<file path="src/hw/rtl/tts_pkg.sv">
`timescale 1ns / 1ps
// ----------------------------------------------------------------------------
// tts_pkg
// Shared types and codes of the time-to-sample table.
// ----------------------------------------------------------------------------
package tts_pkg;

    typedef logic [2:0] t_opcode;
    localparam t_opcode OP_APPEND = 3'd0;
    localparam t_opcode OP_T2S    = 3'd1;
    localparam t_opcode OP_S2T    = 3'd2;
    localparam t_opcode OP_SEED   = 3'd3;
    localparam t_opcode OP_LOAD   = 3'd4;

    typedef logic [1:0] t_status;
    localparam t_status ST_OK       = 2'd0;
    localparam t_status ST_FULL     = 2'd1;
    localparam t_status ST_PAST_END = 2'd2;
    localparam t_status ST_EMPTY    = 2'd3;

    localparam int DIV_STEPS = 32;

    typedef enum logic [2:0] {
        RES_NONE,
        RES_UPDATE,
        RES_EMPTY,
        RES_PAST,
        RES_T2S,
        RES_S2T
    } t_res;

    typedef struct packed {
        logic capture;
        logic update;
        logic walk_init;
        logic mem_rd;
        logic mul_entry;
        logic accum;
        logic div_init;
        logic div_step;
        logic mul_tail;
        logic emit;
        t_res res;
    } t_cmd;

    typedef struct packed {
        logic op_t2s;
        logic op_s2t;
        logic empty;
        logic walk_end;
        logic hit;
        logic zero_dur;
        logic div_done;
    } t_sts;

endpackage

</file>
<file path="src/hw/rtl/tts_ctrl.sv">
`timescale 1ns / 1ps
// ----------------------------------------------------------------------------
// tts_ctrl
// Sequencer for table updates, run walks, division and result handoff.
// ----------------------------------------------------------------------------
module tts_ctrl (
    input  logic          i_clk,
    input  logic          i_rst_n,
    input  logic          i_valid,
    input  logic          i_stall,
    input  tts_pkg::t_sts i_sts,
    output tts_pkg::t_cmd o_cmd,
    output logic          o_stall,
    output logic          o_valid
);

    typedef enum logic [3:0] {
        S_IDLE,
        S_DISPATCH,
        S_READ,
        S_MULT,
        S_ACCUM,
        S_NEXT,
        S_DIV,
        S_TAIL,
        S_TAIL_ADD,
        S_OUT
    } t_state;

    t_state r_state;
    t_state n_state;
    logic   r_out_valid;

    always_comb begin
        n_state = r_state;
        o_cmd   = '0;
        unique case (r_state)
            S_IDLE: begin
                if (i_valid) begin
                    o_cmd.capture = 1'b1;
                    n_state       = S_DISPATCH;
                end
            end
            S_DISPATCH: begin
                if (i_sts.op_t2s || i_sts.op_s2t) begin
                    if (i_sts.empty) begin
                        o_cmd.res = tts_pkg::RES_EMPTY;
                        n_state   = S_OUT;
                    end else begin
                        o_cmd.walk_init = 1'b1;
                        n_state         = S_READ;
                    end
                end else begin
                    o_cmd.update = 1'b1;
                    o_cmd.res    = tts_pkg::RES_UPDATE;
                    n_state      = S_OUT;
                end
            end
            S_READ: begin
                o_cmd.mem_rd = 1'b1;
                n_state      = S_MULT;
            end
            S_MULT: begin
                o_cmd.mul_entry = 1'b1;
                n_state         = S_ACCUM;
            end
            S_ACCUM: begin
                o_cmd.accum = 1'b1;
                n_state     = S_NEXT;
            end
            S_NEXT: begin
                if (i_sts.hit) begin
                    if (i_sts.op_s2t) begin
                        n_state = S_TAIL;
                    end else if (i_sts.zero_dur) begin
                        o_cmd.res = tts_pkg::RES_PAST;
                        n_state   = S_OUT;
                    end else begin
                        o_cmd.div_init = 1'b1;
                        n_state        = S_DIV;
                    end
                end else if (i_sts.walk_end) begin
                    o_cmd.res = tts_pkg::RES_PAST;
                    n_state   = S_OUT;
                end else begin
                    n_state = S_READ;
                end
            end
            S_DIV: begin
                if (i_sts.div_done) begin
                    o_cmd.res = tts_pkg::RES_T2S;
                    n_state   = S_OUT;
                end else begin
                    o_cmd.div_step = 1'b1;
                end
            end
            S_TAIL: begin
                o_cmd.mul_tail = 1'b1;
                n_state        = S_TAIL_ADD;
            end
            S_TAIL_ADD: begin
                o_cmd.res = tts_pkg::RES_S2T;
                n_state   = S_OUT;
            end
            S_OUT: begin
                if (!r_out_valid || !i_stall) begin
                    o_cmd.emit = 1'b1;
                    n_state    = S_IDLE;
                end
            end
            default: begin
                n_state = S_IDLE;
            end
        endcase
    end

    always_ff @(posedge i_clk) begin
        if (!i_rst_n) begin
            r_state     <= S_IDLE;
            r_out_valid <= 1'b0;
        end else begin
            r_state <= n_state;
            if (o_cmd.emit) begin
                r_out_valid <= 1'b1;
            end else if (!i_stall) begin
                r_out_valid <= 1'b0;
            end
        end
    end

    assign o_stall = (r_state != S_IDLE);
    assign o_valid = r_out_valid;

endmodule

</file>
<file path="config.mk">
export PLATFORM = sky130hd
export DESIGN_NAME = tts_ctrl
export DESIGN_NICKNAME = d
export VERILOG_FILES = /design/src/hw/rtl/tts_pkg.sv /design/src/hw/rtl/tts_ctrl.sv
export SDC_FILE = /design/constraint.sdc
export NUM_CORES = 1
export LEC_CHECK = 0
export BUFFER_PORTS_ARGS = -buffer_cell sky130_fd_sc_hd__buf_2
export CORE_AREA = 5 5 42 44
export DETAILED_ROUTE_END_ITERATION = 10
export DIE_AREA = 0 0 47 49
export PLACE_DENSITY = 0.77
export RECOVER_POWER = 100
export SYNTH_ARGS = -nofsm -noshare
export SYNTH_HDL_FRONTEND = slang
export SYNTH_SLANG_ARGS = --single-unit
</file>
<file path="constraint.sdc">
create_clock -name i_clk -period 1.55 [get_ports i_clk]
set_input_delay 0.2325 -clock i_clk [delete_from_list [all_inputs] [get_ports i_clk]]
set_output_delay 0.2325 -clock i_clk [all_outputs]
set_load 0.01 [all_outputs]
</file>
==> results.md <==
* Ys Warns at 0
* DRC Markers at 0
* Mapped Area at 514 um^2
* Crit path max-delay family: buffers and inverters
* Hold crit path type: in -> reg
* R2R setup slack at 0.08 ns
* Crit path DAT at 1.32 ns
* CP cell instances: buf_6, buf_6, nand2_4, nor4_4, buf_2
* Chip Height at slightly below 50 um
* CP Class: reg -> out
* Core Area at 1400 um^2
* Async SR Flop Fraction at 0%
* Number of buffer and inverter stages on the critical path at 3
* PwrDens at around 850 nW/um^2
* Sw Pwr at 277 uW
* Skew final at approximately 0.0032 ns
* Dpl hpwl at around 1200 um
* Hold depth at 2
* Worst-skew pair later-pin latency at 0.24 ns
* Worst-path maximum fanout at 6
* Post-Syn Nets at 83
* Max incr delay on CP at between 0.3 and 0.4 ns
* DR pass1 iterations at 5
* Setup crit start kind: register
* Most common cell after layout, fill and taps aside: buf_2
* Peak supply drop at around 0.00057 V
* Clock tree buffer depth at 2
* Chip Width at approximately 47 um
* CTS hold repair buffers at 0
* Area of placed instances at around 680 um^2
* Top cells by area, synth: dfxtp_1 19%, a21oi_1 5.8%, nor2b_1 4.9%
* CTS tree: done
* Rel. slew slack at between 70% and 80%
* Final Hold Viols at 0
* Final wirelength at roughly 1900 um
* Number of diodes at 0
* Clock share of power at a little over a fifth
* Die area at approximately 2300 um^2
* Status: complete, but fails checks
* Post-synthesis sequential area ratio at between 15 and 20%
* Number of flops mapped to enable cells by yosys at 0
* Crit Reg-Reg Endpoint: r_state[0]$_SDFFE_PN0P_
* Fmax achieved at between 600 and 700 MHz
* Crit share post-route at 100%
* Nets at 120
* Vias in the first global route at 711
* DR vias/cell at ~5.8
* CP endpoint kind: output pin
* Total congestion overflow at 0
* R2R depth at 7
* Core Rows at 14
* Max Cap Violations at 0
* Share of layout cells above drive strength 1 at around 51%
* Pins Over Slew Limit at 0
* Min-delay src: i_rst_n
* Flop pwr share at approximately 28%
* Final setup TNS at -0.000899 ns
* Num CTS Buffers at 3
* Reg clk slew, reported paths at 0.04 ns
* Reg2reg start: r_state[2]$_SDFFE_PN0P_
* H-tree levels at 1
* Int Power at roughly 420 uW
* Most frequent cells in the layout: 23 x buf_2, 8 x buf_4, 6 x a21oi_1
* Fin util at 58.9%
* Vias at around 710
* Worst slew pin tran at roughly 0.35 ns
* WHS Endpoint: o_valid$_SDFFE_PN0P_
* Lkg Pwr at ~0.39 nW
* RSZ-0062 raised after global routing: true
* Req. time, crit path at between 1 and 1.5 ns
* RD Place Congestion at between 0.8 and 0.9
* Crit path top cell by count: buf_6
* Largest net degree at the start of global routing at 13
* Period minus WS final at 1.55 ns
* Port Buf Inserts at 25
* Total power at 701 uW
* Initial drt markers at 13
* Area Growth Syn to Fin at 60.6%
* Routed Antenna Nets at 0
* Initial Utilization at between 30% and 40%
* Post-route cell area at between 800 and 900 um^2
* Area leader, netlist: dfxtp_1
* First-pass GRT wire length at about 2800 um
* Mean area per synthesized cell at 7.14 um^2
* WL per Instance at about 15 um
* Switching share of power at 39.5%
* WHS at between 0.2 and 0.3 ns
* Yosys cell types at 34
* Gr usage total at between 15 and 20%
* Top cell type's share of synthesized area at between 10% and 20%
* Antenna violations before repair at 0
* Setup ws final at -0.000899 ns
* Post-synth top flop: dfxtp_1
* Violated checks: negative setup slack
* Comb pwr share at between 50 and 60%
* Post-synthesis register bit count at 5
* Crit path max-delay cell type: dfxtp_4
* I/O pin count at 26
* Synth Instances at 72
* Clk root buf: clkbuf_4
* Setup Viol. Count Final at 1
* CTS Sinks at 5
==> Yosys cell counts (3+ instances only) <==
cell type,number
nor2_1,5
dfxtp_1,5
nor3_1,4
nand3_1,3
o21ai_0,5
nor2b_1,4
a21oi_1,6
inv_1,3
nand2_1,5
==> flip-flops by register name (all words and copies together), names as in the netlist <==
register / flops
o_valid: 1
r_state: 4
==> worst register-to-register path: cells and delay by family (launching register included) <==
kind / cells / cell delay (ns)
AOI/OAI and AO/OA: 3 / 0.58
DFF: 1 / 0.38
buffers and inverters: 4 / 0.44
==> power by group through the flow <==
| stage | registers [mW] | clock network (mW) | logic (mW) |
|---|---|---|---|
| detailed placement | 0.190 | 0 | 0.285 |
| finish | 0.195 | 0.152 | 0.354 |
| CTS | 0.191 | 0.154 | 0.296 |
| floorplan | 0.161 | 0 | 0.208 |
| global route | 0.200 | 0.171 | 0.382 |
| global placement | 0.189 | 0 | 0.282 |
==> metrics by stage <==
step           worst slack (ns)  instances
3_3_place_gp             0.0877        114
2_1_floorplan             0.247         72
3_5_place_dp             0.0521        114
6_report              -0.000899        124
5_1_grt                 -0.0752        124
4_1_cts                 -0.0223        121
==> final cells by class <==
| type | instances | area, um^2 |
|---|---|---|
| clock buffers | 4 | 26.3 |
| fillers | 130 | 576 |
| inverters | 3 | 11.3 |
| multi-input cells | 60 | 435 |
| flip-flops and latches | 5 | 115 |
| well taps | 16 | 20.0 |
| repair buffers | 36 | 218 |
==> cell families (layout without fill, tap and decap cells) <==
kind of cell           count (synthesis)  in the layout  synth area share, %
and+or+nand+nor                       33             33                 37.0
buffers and inverters                  7             43                 6.33
muxes                                  2              2                 3.89
DFF                                    5              5                 19.5
AOI/OAI and AO/OA                     25             25                 33.3
==> layer usage <==
layer / routed length (um) / global-route usage, %
met1: 718 / 18.5
met5: 0 / 0
met2: 1010 / 26.9
met3: 120 / 5.17
met4: 44 / 4.15
==> worst max path at each step <==
stage / endpoint / slack, ns / from / cells after the start
floorplan: r_state[0]$_SDFFE_PN0P_ / 0.25 / r_state[1]$_SDFFE_PN0P_ / 4
CTS: o_cmd[0] / -0.02 / r_state[2]$_SDFFE_PN0P_ / 4
global route: o_cmd[6] / -0.08 / r_state[2]$_SDFFE_PN0P_ / 5
global placement: r_state[0]$_SDFFE_PN0P_ / 0.09 / r_state[2]$_SDFFE_PN0P_ / 4
detailed placement: o_cmd[0] / 0.05 / i_sts[1] / 6
finish: o_cmd[6] / -0.0009 / r_state[2]$_SDFFE_PN0P_ / 5
==> what timing repair did <==
action                                 CTS  global route
setup endpoints to repair               13            10
pin swaps                                0             3
setup buffers                            3             3
cloned                                   0             0
gates resized for setup                  8            19
endpoints found under the hold margin    0             0
Note: power is estimated with default switching activity, not from simulation.
